===== src/ddo_pkg.sv =====
`timescale 1ns / 1ps
// Shared types, constants and tables for the differential-drive odometry block.
// No dependencies; compiled first.
package ddo_pkg;

    // Configuration register indexes
    localparam int unsigned CFG_IDX_W = 2;
    localparam logic [CFG_IDX_W-1:0] REG_WHEEL_RADIUS = 2'd0;
    localparam logic [CFG_IDX_W-1:0] REG_AXLE_LENGTH  = 2'd1;
    localparam logic [CFG_IDX_W-1:0] REG_TIME_STEP    = 2'd2;

    localparam logic [15:0] RST_WHEEL_RADIUS = 16'd3277;
    localparam logic [15:0] RST_AXLE_LENGTH  = 16'd1229;
    localparam logic [15:0] RST_TIME_STEP    = 16'd6554;

    // Datapath widths
    localparam int unsigned MW = 64;           // magnitude path of mul/div
    localparam int unsigned CW = 34;           // CORDIC x/y/z
    localparam int unsigned TW = 31;           // sine/cosine, Q1.29 clamped
    localparam int unsigned CORDIC_STEPS = 24;

    localparam logic [25:0] INV_TWO_PI_Q28 = 26'd42722830;
    localparam logic signed [CW-1:0] CORDIC_GAIN = 34'sd652032874;

    typedef logic [MW-1:0] t_word;
    typedef logic signed [TW-1:0] t_trig;

    typedef struct packed {
        logic  start;
        t_word a;
        t_word b;
    } t_mul_req;

    typedef struct packed {
        logic  done;
        t_word p;
    } t_mul_rsp;

    typedef struct packed {
        logic  start;
        t_word num;
        t_word den;
    } t_div_req;

    typedef struct packed {
        logic  done;
        t_word q;
    } t_div_rsp;

    typedef struct packed {
        logic        start;
        logic [15:0] angle;
    } t_cor_req;

    typedef struct packed {
        logic  done;
        t_trig sn;
        t_trig cs;
    } t_cor_rsp;

    // atan(2^-i) in 2^32-per-turn units
    function automatic logic [31:0] atan_turn(input logic [4:0] idx);
        logic [31:0] v;
        case (idx)
            5'd0:  v = 32'd536870912;
            5'd1:  v = 32'd316933406;
            5'd2:  v = 32'd167458907;
            5'd3:  v = 32'd85004756;
            5'd4:  v = 32'd42667331;
            5'd5:  v = 32'd21354465;
            5'd6:  v = 32'd10679838;
            5'd7:  v = 32'd5340245;
            5'd8:  v = 32'd2670163;
            5'd9:  v = 32'd1335087;
            5'd10: v = 32'd667544;
            5'd11: v = 32'd333772;
            5'd12: v = 32'd166886;
            5'd13: v = 32'd83443;
            5'd14: v = 32'd41722;
            5'd15: v = 32'd20861;
            5'd16: v = 32'd10430;
            5'd17: v = 32'd5215;
            5'd18: v = 32'd2608;
            5'd19: v = 32'd1304;
            5'd20: v = 32'd652;
            5'd21: v = 32'd326;
            5'd22: v = 32'd163;
            5'd23: v = 32'd81;
            default: v = 32'd0;
        endcase
        return v;
    endfunction

endpackage


===== src/ddo_ifs.sv =====
`timescale 1ns / 1ps
// Valid/ready channel interfaces: wheel-rate input, pose output, config writes.
// Depends on ddo_pkg.
interface ddo_in_if;
    logic               valid;
    logic               ready;
    logic signed [15:0] left_rate;
    logic signed [15:0] right_rate;
    modport source (output valid, left_rate, right_rate, input ready);
    modport sink   (input valid, left_rate, right_rate, output ready);
endinterface

interface ddo_out_if;
    logic               valid;
    logic               ready;
    logic signed [31:0] pos_x;
    logic signed [31:0] pos_y;
    logic        [15:0] heading;
    modport source (output valid, pos_x, pos_y, heading, input ready);
    modport sink   (input valid, pos_x, pos_y, heading, output ready);
endinterface

interface ddo_cfg_if;
    logic                           valid;
    logic                           ready;
    logic [ddo_pkg::CFG_IDX_W-1:0]  index;
    logic [15:0]                    data;
    modport source (output valid, index, data, input ready);
    modport sink   (input valid, index, data, output ready);
endinterface


===== src/ddo_mul.sv =====
`timescale 1ns / 1ps
// Bit-serial unsigned shift-add multiplier: one multiplier bit per cycle,
// stops early once the remaining multiplier bits are zero. Depends on ddo_pkg.
module ddo_mul (
    input  logic              i_clk,
    input  logic              i_rst_n,
    input  ddo_pkg::t_mul_req i_req,
    output ddo_pkg::t_mul_rsp o_rsp
);
    import ddo_pkg::*;

    logic  r_busy;
    t_word r_a;
    t_word r_b;
    t_word r_p;

    // control
    always_ff @(posedge i_clk) begin
        if (!i_rst_n) begin
            r_busy <= 1'b0;
        end else if (i_req.start) begin
            r_busy <= 1'b1;
        end else if (r_busy && (r_b == '0)) begin
            r_busy <= 1'b0;
        end
    end

    // shift-add step
    always_ff @(posedge i_clk) begin
        if (i_req.start) begin
            r_a <= i_req.a;
            r_b <= i_req.b;
            r_p <= '0;
        end else if (r_busy && (r_b != '0)) begin
            if (r_b[0]) begin
                r_p <= r_p + r_a;
            end
            r_a <= r_a << 1;
            r_b <= r_b >> 1;
        end
    end

    assign o_rsp.done = r_busy && (r_b == '0);
    assign o_rsp.p    = r_p;

endmodule


===== src/ddo_div.sv =====
`timescale 1ns / 1ps
// Restoring unsigned divider, one quotient bit per cycle, producing an MW-bit quotient.
// Depends on ddo_pkg.
module ddo_div (
    input  logic              i_clk,
    input  logic              i_rst_n,
    input  ddo_pkg::t_div_req i_req,
    output ddo_pkg::t_div_rsp o_rsp
);
    import ddo_pkg::*;

    localparam int unsigned CNT_W = $clog2(MW + 1);

    logic             r_busy;
    logic [CNT_W-1:0] r_cnt;
    t_word            r_num;
    t_word            r_den;
    t_word            r_q;
    logic [MW:0]      r_rem;

    logic [MW:0] rem_sh;
    logic [MW:0] rem_sub;
    logic        fits;
    logic        run;

    assign run     = r_busy && (r_cnt != CNT_W'(MW));
    assign rem_sh  = {r_rem[MW-1:0], r_num[MW-1]};
    assign fits    = rem_sh >= {1'b0, r_den};
    assign rem_sub = rem_sh - {1'b0, r_den};

    // control
    always_ff @(posedge i_clk) begin
        if (!i_rst_n) begin
            r_busy <= 1'b0;
            r_cnt  <= '0;
        end else if (i_req.start) begin
            r_busy <= 1'b1;
            r_cnt  <= '0;
        end else if (run) begin
            r_cnt <= r_cnt + 1'b1;
        end else begin
            r_busy <= 1'b0;
        end
    end

    // one restoring step
    always_ff @(posedge i_clk) begin
        if (i_req.start) begin
            r_num <= i_req.num;
            r_den <= i_req.den;
            r_rem <= '0;
            r_q   <= '0;
        end else if (run) begin
            r_rem <= fits ? rem_sub : rem_sh;
            r_num <= r_num << 1;
            r_q   <= {r_q[MW-2:0], fits};
        end
    end

    assign o_rsp.done = r_busy && (r_cnt == CNT_W'(MW));
    assign o_rsp.q    = r_q;

endmodule


===== src/ddo_cordic.sv =====
`timescale 1ns / 1ps
// Rotation-mode CORDIC, one micro-rotation per cycle, for sine and cosine of a
// 16-bit binary angle. Quadrant fold, Q1.29 rounding and clamp. Depends on ddo_pkg.
module ddo_cordic (
    input  logic              i_clk,
    input  logic              i_rst_n,
    input  ddo_pkg::t_cor_req i_req,
    output ddo_pkg::t_cor_rsp o_rsp
);
    import ddo_pkg::*;

    localparam logic signed [CW-1:0] LIM = CW'(1) <<< 29;

    logic                 r_busy;
    logic [4:0]           r_i;
    logic [1:0]           r_quad;
    logic signed [CW-1:0] r_x;
    logic signed [CW-1:0] r_y;
    logic signed [CW-1:0] r_z;

    logic [31:0]          phase;
    logic [31:0]          ph_add;
    logic [31:0]          res;
    logic signed [CW-1:0] xs;
    logic signed [CW-1:0] ys;
    logic signed [CW-1:0] at;
    logic signed [CW-1:0] c_rnd;
    logic signed [CW-1:0] s_rnd;
    logic signed [CW-1:0] cs_m;
    logic signed [CW-1:0] sn_m;
    logic signed [CW-1:0] cs_c;
    logic signed [CW-1:0] sn_c;

    // round half away from zero of v/2
    function automatic logic signed [CW-1:0] half_rnd(input logic signed [CW-1:0] v);
        logic signed [CW-1:0] m;
        m = v[CW-1] ? -v : v;
        m = (m + 1) >>> 1;
        return v[CW-1] ? -m : m;
    endfunction

    function automatic logic signed [CW-1:0] clamp(input logic signed [CW-1:0] v);
        logic signed [CW-1:0] c;
        c = v;
        if (v > LIM) begin
            c = LIM;
        end else if (v < -LIM) begin
            c = -LIM;
        end
        return c;
    endfunction

    // quadrant fold of the start angle
    assign phase  = {i_req.angle, 16'h0000};
    assign ph_add = phase + 32'h2000_0000;
    assign res    = phase - {ph_add[31:30], 30'd0};

    // micro-rotation operands
    assign xs = r_x >>> r_i;
    assign ys = r_y >>> r_i;
    assign at = signed'({2'b00, atan_turn(r_i)});

    always_ff @(posedge i_clk) begin
        if (!i_rst_n) begin
            r_busy <= 1'b0;
            r_i    <= '0;
        end else if (i_req.start) begin
            r_busy <= 1'b1;
            r_i    <= '0;
        end else if (r_busy && (r_i != 5'(CORDIC_STEPS))) begin
            r_i <= r_i + 1'b1;
        end else begin
            r_busy <= 1'b0;
        end
    end

    always_ff @(posedge i_clk) begin
        if (i_req.start) begin
            r_quad <= ph_add[31:30];
            r_x    <= CORDIC_GAIN;
            r_y    <= '0;
            r_z    <= CW'(signed'(res));
        end else if (r_busy && (r_i != 5'(CORDIC_STEPS))) begin
            if (!r_z[CW-1]) begin
                r_x <= r_x - ys;
                r_y <= r_y + xs;
                r_z <= r_z - at;
            end else begin
                r_x <= r_x + ys;
                r_y <= r_y - xs;
                r_z <= r_z + at;
            end
        end
    end

    // unfold quadrant, round and clamp
    assign c_rnd = half_rnd(r_x);
    assign s_rnd = half_rnd(r_y);

    always_comb begin
        case (r_quad)
            2'd0: begin
                cs_m = c_rnd;
                sn_m = s_rnd;
            end
            2'd1: begin
                cs_m = -s_rnd;
                sn_m = c_rnd;
            end
            2'd2: begin
                cs_m = -c_rnd;
                sn_m = -s_rnd;
            end
            default: begin
                cs_m = s_rnd;
                sn_m = -c_rnd;
            end
        endcase
    end

    assign cs_c = clamp(cs_m);
    assign sn_c = clamp(sn_m);

    assign o_rsp.done = r_busy && (r_i == 5'(CORDIC_STEPS));
    assign o_rsp.cs   = cs_c[TW-1:0];
    assign o_rsp.sn   = sn_c[TW-1:0];

endmodule


===== src/diff_drive_odometry_exact.sv =====
`timescale 1ns / 1ps
// Differential-drive odometry, exact arc update; top level with the sequencer.
// Work is shared by the 64-step serial divider (one run for a straight step, three
// for an arc step), the bit-serial multiplies and the 24-step CORDIC (one or two
// runs). One item at a time: a new item is accepted only in the idle state, and a
// finished pose waits in the output register while the next item is accepted.
// Reset (synchronous, active low): pose to zero, registers to their defaults.
module diff_drive_odometry_exact (
    input  logic  i_clk,
    input  logic  i_rst_n,
    ddo_in_if.sink    i_in,
    ddo_out_if.source o_out,
    ddo_cfg_if.sink   i_cfg
);
    import ddo_pkg::*;

    localparam logic [4:0] S_IDLE = 5'd0;
    localparam logic [4:0] S_RD   = 5'd1;
    localparam logic [4:0] S_RDT  = 5'd2;
    localparam logic [4:0] S_ANG  = 5'd3;
    localparam logic [4:0] S_DEL  = 5'd4;
    localparam logic [4:0] S_COR1 = 5'd5;
    localparam logic [4:0] S_RS   = 5'd6;
    localparam logic [4:0] S_RST  = 5'd7;
    localparam logic [4:0] S_DCX  = 5'd8;
    localparam logic [4:0] S_DSY  = 5'd9;
    localparam logic [4:0] S_COR2 = 5'd10;
    localparam logic [4:0] S_SL   = 5'd11;
    localparam logic [4:0] S_AXN  = 5'd12;
    localparam logic [4:0] S_AXD  = 5'd13;
    localparam logic [4:0] S_AYN  = 5'd14;
    localparam logic [4:0] S_AYD  = 5'd15;
    localparam logic [4:0] S_UPD  = 5'd16;
    localparam logic [4:0] S_OUT  = 5'd17;

    localparam logic signed [MW:0] SAT_MAX = (MW+1)'(33'sh0_7FFF_FFFF);
    localparam logic signed [MW:0] SAT_MIN = -SAT_MAX - 1;

    logic [4:0]         r_state;
    logic               r_go;
    logic [15:0]        r_wr;
    logic [15:0]        r_al;
    logic [15:0]        r_ts;
    logic signed [31:0] r_pos_x;
    logic signed [31:0] r_pos_y;
    logic [15:0]        r_head;
    logic               r_ssgn;
    logic [16:0]        r_smag;
    logic               r_dsgn;
    logic [16:0]        r_dmag;
    t_word              r_t;
    t_word              r_sl;
    logic [15:0]        r_delta;
    logic               r_dzero;
    t_trig              r_s1;
    t_trig              r_c1;
    t_trig              r_s2;
    t_trig              r_c2;
    t_word              r_dx;
    t_word              r_dy;
    logic               r_out_valid;
    logic signed [31:0] r_ox;
    logic signed [31:0] r_oy;
    logic [15:0]        r_oh;

    t_mul_req mul_req;
    t_mul_rsp mul_rsp;
    t_div_req div_req;
    t_div_rsp div_rsp;
    t_cor_req cor_req;
    t_cor_rsp cor_rsp;

    logic               in_acc;
    logic signed [16:0] s_in;
    logic signed [16:0] d_in;
    logic [15:0]        len;
    logic [TW-1:0]      c1_mag;
    logic [TW-1:0]      s1_mag;
    logic signed [31:0] ds;
    logic signed [31:0] dc;
    logic [31:0]        ds_mag;
    logic [31:0]        dc_mag;
    t_word              rnd28;
    t_word              rnd27;
    t_word              rnd29;
    logic signed [MW:0] sum_x;
    logic signed [MW:0] sum_y;
    logic               out_load;

    ddo_mul    u_mul (.i_clk, .i_rst_n, .i_req(mul_req), .o_rsp(mul_rsp));
    ddo_div    u_div (.i_clk, .i_rst_n, .i_req(div_req), .o_rsp(div_rsp));
    ddo_cordic u_cor (.i_clk, .i_rst_n, .i_req(cor_req), .o_rsp(cor_rsp));

    function automatic t_word apply_sign(input logic neg, input t_word m);
        return neg ? (~m + 1'b1) : m;
    endfunction

    function automatic logic signed [31:0] sat32(input logic signed [MW:0] v);
        logic signed [31:0] o;
        if (v > SAT_MAX) begin
            o = 32'sh7FFF_FFFF;
        end else if (v < SAT_MIN) begin
            o = 32'sh8000_0000;
        end else begin
            o = v[31:0];
        end
        return o;
    endfunction

    // handshakes
    assign i_in.ready  = (r_state == S_IDLE);
    assign in_acc      = i_in.valid && i_in.ready;
    assign i_cfg.ready = 1'b1;
    assign o_out.valid   = r_out_valid;
    assign o_out.pos_x   = r_ox;
    assign o_out.pos_y   = r_oy;
    assign o_out.heading = r_oh;

    // input sum and difference
    assign s_in = 17'(i_in.left_rate) + 17'(i_in.right_rate);
    assign d_in = 17'(i_in.right_rate) - 17'(i_in.left_rate);
    assign len  = (r_al == '0) ? 16'd1 : r_al;

    // magnitudes and trig differences
    assign c1_mag = r_c1[TW-1] ? TW'(-r_c1) : TW'(r_c1);
    assign s1_mag = r_s1[TW-1] ? TW'(-r_s1) : TW'(r_s1);
    assign ds     = 32'(r_s2) - 32'(r_s1);
    assign dc     = 32'(r_c1) - 32'(r_c2);
    assign ds_mag = ds[31] ? 32'(-ds) : 32'(ds);
    assign dc_mag = dc[31] ? 32'(-dc) : 32'(dc);

    // power-of-two rounding of the multiplier result
    assign rnd28 = (mul_rsp.p + (t_word'(1) << 27)) >> 28;
    assign rnd27 = (mul_rsp.p + (t_word'(1) << 26)) >> 27;
    assign rnd29 = (mul_rsp.p + (t_word'(1) << 28)) >> 29;

    // saturating pose add
    assign sum_x = (MW+1)'(r_pos_x) + signed'({r_dx[MW-1], r_dx});
    assign sum_y = (MW+1)'(r_pos_y) + signed'({r_dy[MW-1], r_dy});

    // unit requests by state
    always_comb begin
        mul_req = '0;
        div_req = '0;
        cor_req = '0;
        unique case (r_state)
            S_RD: begin
                mul_req.a = MW'(r_wr);
                mul_req.b = MW'(r_dmag);
            end
            S_RDT, S_RST: begin
                mul_req.a = r_t;
                mul_req.b = MW'(r_ts);
            end
            S_DEL: begin
                mul_req.a = r_t;
                mul_req.b = MW'(INV_TWO_PI_Q28);
            end
            S_RS: begin
                mul_req.a = MW'(r_wr);
                mul_req.b = MW'(r_smag);
            end
            S_DCX: begin
                mul_req.a = r_t;
                mul_req.b = MW'(c1_mag);
            end
            S_DSY: begin
                mul_req.a = r_t;
                mul_req.b = MW'(s1_mag);
            end
            S_SL: begin
                mul_req.a = MW'(r_smag);
                mul_req.b = MW'(len);
            end
            S_AXN: begin
                mul_req.a = r_sl;
                mul_req.b = MW'(ds_mag);
            end
            S_AYN: begin
                mul_req.a = r_sl;
                mul_req.b = MW'(dc_mag);
            end
            S_ANG: begin
                div_req.num = r_t + (MW'(len) << 13);
                div_req.den = MW'(len) << 14;
            end
            S_AXD, S_AYD: begin
                div_req.num = r_t + (MW'(r_dmag) << 25);
                div_req.den = MW'(r_dmag) << 26;
            end
            S_COR1: cor_req.angle = r_head;
            S_COR2: cor_req.angle = r_head + r_delta;
            default: ;
        endcase
        mul_req.start = !r_go && (r_state == S_RD || r_state == S_RDT || r_state == S_DEL ||
                        r_state == S_RS || r_state == S_RST || r_state == S_DCX ||
                        r_state == S_DSY || r_state == S_SL || r_state == S_AXN ||
                        r_state == S_AYN);
        div_req.start = !r_go && (r_state == S_ANG || r_state == S_AXD || r_state == S_AYD);
        cor_req.start = !r_go && (r_state == S_COR1 || r_state == S_COR2);
    end

    assign out_load = (r_state == S_OUT) && (!r_out_valid || o_out.ready);

    // configuration registers
    always_ff @(posedge i_clk) begin
        if (!i_rst_n) begin
            r_wr <= RST_WHEEL_RADIUS;
            r_al <= RST_AXLE_LENGTH;
            r_ts <= RST_TIME_STEP;
        end else if (i_cfg.valid && i_cfg.ready) begin
            unique case (i_cfg.index)
                REG_WHEEL_RADIUS: r_wr <= i_cfg.data;
                REG_AXLE_LENGTH:  r_al <= i_cfg.data;
                REG_TIME_STEP:    r_ts <= i_cfg.data;
                default: ;
            endcase
        end
    end

    // sequencer and pose state
    always_ff @(posedge i_clk) begin
        if (!i_rst_n) begin
            r_state     <= S_IDLE;
            r_go        <= 1'b0;
            r_pos_x     <= '0;
            r_pos_y     <= '0;
            r_head      <= '0;
            r_out_valid <= 1'b0;
        end else begin
            if (mul_req.start || div_req.start || cor_req.start) begin
                r_go <= 1'b1;
            end
            if (out_load) begin
                r_out_valid <= 1'b1;
            end else if (o_out.ready) begin
                r_out_valid <= 1'b0;
            end
            unique case (r_state)
                S_IDLE: if (in_acc) begin
                    r_state <= S_RD;
                end
                S_RD: if (mul_rsp.done && r_go) begin
                    r_go <= 1'b0; r_state <= S_RDT;
                end
                S_RDT: if (mul_rsp.done && r_go) begin
                    r_go <= 1'b0; r_state <= S_ANG;
                end
                S_ANG: if (div_rsp.done && r_go) begin
                    r_go <= 1'b0; r_state <= S_DEL;
                end
                S_DEL: if (mul_rsp.done && r_go) begin
                    r_go <= 1'b0; r_state <= S_COR1;
                end
                S_COR1: if (cor_rsp.done && r_go) begin
                    r_go <= 1'b0; r_state <= r_dzero ? S_RS : S_COR2;
                end
                S_RS: if (mul_rsp.done && r_go) begin
                    r_go <= 1'b0; r_state <= S_RST;
                end
                S_RST: if (mul_rsp.done && r_go) begin
                    r_go <= 1'b0; r_state <= S_DCX;
                end
                S_DCX: if (mul_rsp.done && r_go) begin
                    r_go <= 1'b0; r_state <= S_DSY;
                end
                S_DSY: if (mul_rsp.done && r_go) begin
                    r_go <= 1'b0; r_state <= S_UPD;
                end
                S_COR2: if (cor_rsp.done && r_go) begin
                    r_go <= 1'b0; r_state <= S_SL;
                end
                S_SL: if (mul_rsp.done && r_go) begin
                    r_go <= 1'b0; r_state <= S_AXN;
                end
                S_AXN: if (mul_rsp.done && r_go) begin
                    r_go <= 1'b0; r_state <= S_AXD;
                end
                S_AXD: if (div_rsp.done && r_go) begin
                    r_go <= 1'b0; r_state <= S_AYN;
                end
                S_AYN: if (mul_rsp.done && r_go) begin
                    r_go <= 1'b0; r_state <= S_AYD;
                end
                S_AYD: if (div_rsp.done && r_go) begin
                    r_go <= 1'b0; r_state <= S_UPD;
                end
                S_UPD: begin
                    r_pos_x <= sat32(sum_x);
                    r_pos_y <= sat32(sum_y);
                    if (!r_dzero) begin
                        r_head <= r_head + r_delta;
                    end
                    r_state <= S_OUT;
                end
                S_OUT: if (out_load) begin
                    r_state <= S_IDLE;
                end
                default: r_state <= S_IDLE;
            endcase
        end
    end

    // datapath capture
    always_ff @(posedge i_clk) begin
        if (in_acc) begin
            r_ssgn <= s_in[16];
            r_smag <= s_in[16] ? 17'(-s_in) : 17'(s_in);
            r_dsgn <= d_in[16];
            r_dmag <= d_in[16] ? 17'(-d_in) : 17'(d_in);
        end
        if (mul_rsp.done && r_go) begin
            case (r_state)
                S_RD, S_RDT, S_RS, S_AXN, S_AYN: r_t <= mul_rsp.p;
                S_DEL: begin
                    r_delta <= r_dsgn ? 16'(-rnd28[15:0]) : rnd28[15:0];
                    r_dzero <= (rnd28 == '0);
                end
                S_RST: r_t  <= rnd27;
                S_DCX: r_dx <= apply_sign(r_ssgn ^ r_c1[TW-1], rnd29);
                S_DSY: r_dy <= apply_sign(r_ssgn ^ r_s1[TW-1], rnd29);
                S_SL:  r_sl <= mul_rsp.p;
                default: ;
            endcase
        end
        if (div_rsp.done && r_go) begin
            case (r_state)
                S_ANG: r_t  <= div_rsp.q;
                S_AXD: r_dx <= apply_sign(r_ssgn ^ r_dsgn ^ ds[31], div_rsp.q);
                S_AYD: r_dy <= apply_sign(r_ssgn ^ r_dsgn ^ dc[31], div_rsp.q);
                default: ;
            endcase
        end
        if (cor_rsp.done && r_go) begin
            if (r_state == S_COR1) begin
                r_s1 <= cor_rsp.sn;
                r_c1 <= cor_rsp.cs;
            end else begin
                r_s2 <= cor_rsp.sn;
                r_c2 <= cor_rsp.cs;
            end
        end
        if (out_load) begin
            r_ox <= r_pos_x;
            r_oy <= r_pos_y;
            r_oh <= r_head;
        end
    end

`ifndef SYNTHESIS
    a_accept_no_unit_busy: assert property (@(posedge i_clk) disable iff (!i_rst_n)
        in_acc |-> !r_go)
        else $error("item accepted while a unit run is pending");

    a_out_from_seq: assert property (@(posedge i_clk) disable iff (!i_rst_n)
        $rose(r_out_valid) |-> $past(r_state) == S_OUT)
        else $error("result presented outside the output state");

    a_head_only_on_update: assert property (@(posedge i_clk) disable iff (!i_rst_n)
        (r_state != S_UPD) |=> $stable(r_head))
        else $error("heading changed outside the pose update");

    a_single_unit: assert property (@(posedge i_clk) disable iff (!i_rst_n)
        $countones({mul_req.start, div_req.start, cor_req.start}) <= 1)
        else $error("two arithmetic units started together");
`endif

endmodule

===== src/flat_wrapper.sv =====
// flat-port wrapper written by rule: the top's interface ports become plain ports
module diff_drive_odometry_exact_flat import ddo_pkg::*;
  (i_clk, i_rst_n, i_in_valid, i_in_left_rate, i_in_right_rate, i_in_ready, o_out_valid, o_out_pos_x, o_out_pos_y, o_out_heading, o_out_ready, i_cfg_valid, i_cfg_index, i_cfg_data, i_cfg_ready);
  ddo_in_if i_in_i ();
  ddo_out_if o_out_i ();
  ddo_cfg_if i_cfg_i ();
  input  logic i_clk;
  input  logic i_rst_n;
  input wire logic [$bits(i_in_i.valid)-1:0] i_in_valid;
  input wire logic [$bits(i_in_i.left_rate)-1:0] i_in_left_rate;
  input wire logic [$bits(i_in_i.right_rate)-1:0] i_in_right_rate;
  output wire logic [$bits(i_in_i.ready)-1:0] i_in_ready;
  output wire logic [$bits(o_out_i.valid)-1:0] o_out_valid;
  output wire logic [$bits(o_out_i.pos_x)-1:0] o_out_pos_x;
  output wire logic [$bits(o_out_i.pos_y)-1:0] o_out_pos_y;
  output wire logic [$bits(o_out_i.heading)-1:0] o_out_heading;
  input wire logic [$bits(o_out_i.ready)-1:0] o_out_ready;
  input wire logic [$bits(i_cfg_i.valid)-1:0] i_cfg_valid;
  input wire logic [$bits(i_cfg_i.index)-1:0] i_cfg_index;
  input wire logic [$bits(i_cfg_i.data)-1:0] i_cfg_data;
  output wire logic [$bits(i_cfg_i.ready)-1:0] i_cfg_ready;
  assign i_in_i.valid = i_in_valid;
  assign i_in_i.left_rate = i_in_left_rate;
  assign i_in_i.right_rate = i_in_right_rate;
  assign i_in_ready = i_in_i.ready;
  assign o_out_valid = o_out_i.valid;
  assign o_out_pos_x = o_out_i.pos_x;
  assign o_out_pos_y = o_out_i.pos_y;
  assign o_out_heading = o_out_i.heading;
  assign o_out_i.ready = o_out_ready;
  assign i_cfg_i.valid = i_cfg_valid;
  assign i_cfg_i.index = i_cfg_index;
  assign i_cfg_i.data = i_cfg_data;
  assign i_cfg_ready = i_cfg_i.ready;
  diff_drive_odometry_exact u_core (.i_clk(i_clk), .i_rst_n(i_rst_n), .i_in(i_in_i), .o_out(o_out_i), .i_cfg(i_cfg_i));
endmodule

===== config.mk =====
export PLATFORM = sky130hd
export DESIGN_NAME = diff_drive_odometry_exact_flat
export DESIGN_NICKNAME = d
export VERILOG_FILES = /design/src/ddo_pkg.sv /design/src/ddo_ifs.sv /design/src/ddo_mul.sv /design/src/ddo_div.sv /design/src/ddo_cordic.sv /design/src/diff_drive_odometry_exact.sv /design/src/flat_wrapper.sv
export SDC_FILE = /design/constraint.sdc
export NUM_CORES = 2
export LEC_CHECK = 0
export ABC_AREA = 1
export BUFFER_PORTS_ARGS = -buffer_cell sky130_fd_sc_hd__buf_2
export CORE_ASPECT_RATIO = 0.9
export CORE_MARGIN = 3
export CORE_UTILIZATION = 42
export CTS_CLUSTER_DIAMETER = 200
export DETAILED_ROUTE_END_ITERATION = 8
export GPL_TIMING_DRIVEN = 0
export PLACE_DENSITY = 0.61
export SLEW_MARGIN = 10
export SYNTH_ARGS = -nofsm -noshare
export SYNTH_HDL_FRONTEND = slang
export SYNTH_SLANG_ARGS = --single-unit

===== constraint.sdc =====
create_clock -name i_clk -period 5.6 [get_ports i_clk]
set_input_delay 1.12 -clock i_clk [delete_from_list [all_inputs] [get_ports i_clk]]
set_output_delay 1.12 -clock i_clk [all_outputs]
set_load 0.01 [all_outputs]

==> impl_metrics.csv <==
group,metric,value,unit
synth,synth-edff-count,545,
die,die_area,0.240,sq mm
layout,stdcell_count,18300,
drt,top_layer,"met5",
critical_path,cp_slowest_stage_delay,360,ps
cts,holdBufCountCts,0,
critical_path,crit_path_top_delay_cell,"ha_1",
layout,area_growth,13.9,%
cts,htree_levels,4,
critical_path,cp_data_required_time,6280,ps
sta,period_share,109,%
pwr,powerDensity,527,mW/mm^2
synth,synth_top_family_by_area,"simple AND/OR/NAND/NOR gates",
synth,async_flop_share,0,%
sta,rsz0062_at_grt,"yes",
global_route,grt_pass1_vias,93800,
sta,timing.final.hold_violations,0,
cts,clockBufferDepth,3,
cts,clock-sinks,1177,
synth,yosys_warnings,0,
drt,ant_nets,0,
die,die_h,465,microns
placement,gp_congestion,1.06,
sta,drv_slew,0,
critical_path,worstSetupStartpoint,"u_core.u_cor.r_x[33]$_SDFFE_PP0P_",
sta,fmax,164,MHz
status,violations,"negative setup slack",
cts,clk_latency,830,ps
synth,synth_largest_area_cell,"edfxtp_1",
drt,drc,0,
cts,cts_made_buffers,139,
layout,mostFrequentLayoutCells,"nand2_1 (2996), inv_1 (2010), nor2_1 (1399), a21oi_1 (1192), o21ai_0 (988)",
synth,synth_seq_cells,1177,
synth,synth_top_area_share,16.6,%
drt,wl_met1,198000,microns
global_route,grt.overflow.total,0,
synth,avgSynthCellArea,6.71,sq um
layout,fillers,23900,
synth,synth_cell_types,81,
critical_path,r2r_start,"u_core.u_cor.r_x[33]$_SDFFE_PP0P_",
layout,final_common_cell,"nand2_1",
synth,ys.flop_type,"dfxtp_1",
synth,synthXorXnorAreaFrac,6.11,%
die,rows,167,
drt,wl_met2,169000,microns
critical_path,rrSetupSlack,-490,ps
synth,synthAdderAreaFrac,6.60,%
pwr,p_leak,51.1,nW
synth,synthTopCellsByArea,"edfxtp_1 (17%), dfxtp_1 (13%), nand2_1 (12%)",
critical_path,timing.rr.end,"u_core.u_cor.r_y[33]$_SDFFE_PP0P_",
critical_path,cp.arrival,6770,ps
flow_run,cap_violations,0,
layout,multi_input_comb_area,0.0614,sq mm
die,start_util,42.5,%
die,core_region_area,0.232,sq mm
sta,fin_crit,6090,ps
hold_path,min_to,"u_core.r_sl[37]$_DFFE_PP_",
drt,detail_route.wl_per_cell,23.6,microns
critical_path,worstRegToRegCells,43,
critical_path,critPathKind,"reg -> reg",
drt,viasPerCell,5.74,
sta,setup_ws,-493,ps
sta,worstMarginPinSlew,1340,ps
synth,synth_compound_area_share,19.9,%
layout,regArea,0.0291,sq mm
drt,first_iter_violations,13600,
sta,relSlewSlack,10.1,%
sta,setup_viol,10,
cts,clockRootBuffer,"clkbuf_16",
cts,clkTransAtPathRegs,60,ps
pwr,ir_drop,0.387,mV
synth,synth.yosys.seq_area_share,29.5,%
synth,syn-num-nets,15200,
global_route,grt_max_degree,52,
hold_path,worstHoldStart,"u_core.u_mul.r_p[37]$_SDFFE_PP0P_",
placement,dp_cells,17900,
synth,syn_inst,14700,
global_route,grt_pass1_wl,624000,microns
cts,cts_tree,"yes",
critical_path,cp-end-kind,"flop",
drt,wl_met3,51700,microns
synth,synth.area.mux_share,0.752,%
global_route,antenna_found_initial,28,
drt,vias,105000,
synth,syn-cell-area,0.0985,sq mm
drt,dr.pass1.iters,6,
sta,setup_tns,-3120,ps
hold_path,min_path_cells,0,
status,status,"finished, violations left",
synth,synthSimpleGateAreaFrac,26.9,%
sta,fin_skew,52.1,ps
layout,nets,15700,
global_route,track_usage,34.5,%
critical_path,critPathLaunchType,"flop",
hold_path,hold_path_class,"reg -> reg",
die,pin_count,138,
placement,place_hpwl,350000,microns
layout,layout-drive-gt1-share,9.75,%
drt,wl,432000,microns
placement,place_ws,-2160,ps
critical_path,crit_fanout,19,
die,die_width,516,microns
placement,portBuffers,136,
==> cell usage after synthesis, types with 58 or more instances <==
cell type / count
nor2_2: 58
nor2_1: 1469
o21a_1: 102
nand4_1: 186
nand2_2: 92
mux2i_1: 74
o211ai_1: 105
xnor2_1: 172
clkbuf_1: 422
a22oi_1: 74
a21oi_1: 1228
xor2_1: 511
nand3_1: 770
inv_2: 68
a31oi_1: 180
o22ai_1: 133
nand2_1: 3055
dfxtp_1: 632
nor4_1: 114
ha_1: 497
edfxtp_1: 545
nor3_1: 219
o21ai_0: 1144
inv_1: 2030
==> cell type report <==
| class | instances | area share, % |
|---|---|---|
| antenna | 13 | 0.0290 |
| buffer | 532 | 2.29 |
| clock buffer | 186 | 3.42 |
| clock inverter | 69 | 0.780 |
| inverter | 2116 | 7.11 |
| multi-input combinational | 10800 | 54.7 |
| sequential | 1177 | 25.9 |
| tap | 3042 | 3.39 |
| timing repair buffer | 337 | 2.33 |
==> report_power, final <==
group	internal, mW	leakage (nW)	switching (mW)
sequential	11.3	10.2	2.07
combinational	11.6	38.6	24.7
clock	5.36	2.28	4.13
total	28.2	51.1	30.9
==> worst max-delay path by stage <==
| stage | endpoint |
|---|---|
| 3_5_place_dp | u_core.u_cor.r_y[33]$_SDFFE_PP0P_ |
| 3_3_place_gp | u_core.u_mul.r_a[56]$_DFFE_PP_ |
| 4_1_cts | u_core.u_cor.r_y[33]$_SDFFE_PP0P_ |
| 6_report | u_core.u_cor.r_y[33]$_SDFFE_PP0P_ |
| 2_1_floorplan | u_core.u_cor.r_y[33]$_SDFFE_PP0P_ |
| 5_1_grt | u_core.u_cor.r_y[33]$_SDFFE_PP0P_ |
==> logic make-up (layout without fill, tap and decap cells) <==
kind of cell,after synthesis,after routing
DFF,1177,1177
AOI/OAI and AO/OA,3408,3408
xor gates and xnor gates,685,685
adders and majority gates,511,511
buffers and inverters,2656,3240
muxes,74,74
and+or+nand+nor,6157,6157
other,1,14
==> critical path: cells and delay by family (launching register included) <==
family,cells,cell delay [ps]
AO/OA/AOI/OAI,13,2110
buffers and inverters,12,1340
adder cells (fa/ha/maj),1,360
flip-flops,1,300
XOR/XNOR,1,340
AND/OR/NAND/NOR,16,1530
==> sequential cells by signal, summed over array words and instances, names as in the netlist, 32 cells and up <==
register / flops
u_core.r_dx: 64
u_core.r_dy: 64
u_core.r_sl: 64
u_core.r_t: 64
u_core.u_div.r_num: 64
u_core.u_div.r_q: 64
u_core.u_div.r_rem: 64
u_core.u_mul.r_a: 64
u_core.u_mul.r_p: 64
u_core.u_cor.r_x: 34
u_core.u_cor.r_y: 34
u_core.u_cor.r_z: 34
u_core.o_out.pos_x: 32
u_core.o_out.pos_y: 32
u_core.r_pos_x: 32
u_core.r_pos_y: 32
u_core.u_mul.r_b: 32
==> routing by layer <==
| metal | vias to the layer above | global-route usage, % |
|---|---|---|
| met1 | 49200 | 51.6 |
| met5 | - | 0 |
| met4 | 12 | 8.90 |
| met2 | 5140 | 48.1 |
| li1 | 50200 | - |
| met3 | 599 | 9.25 |
==> what timing repair did <==
item,in CTS,in global routing
pin swaps,59,118
resized for setup,512,361
buffers inserted,111,69
setup endpoints to repair,359,461
hold endpoints to repair,0,0
gates cloned,5,2
==> stage by stage <==
stage	utilization [%]	total power [mW]	cell area, sq um	hold slack (ps)
after global routing	48.4	62.7	112000	464
after global placement	44.5	44.9	103000	444
final	48.4	59.1	112000	441
after CTS	47.7	56.4	111000	456
after detailed placement	44.7	45.0	103000	447
after floorplan	-	34.5	98500	425
Note: power is estimated with default switching activity, not from simulation.
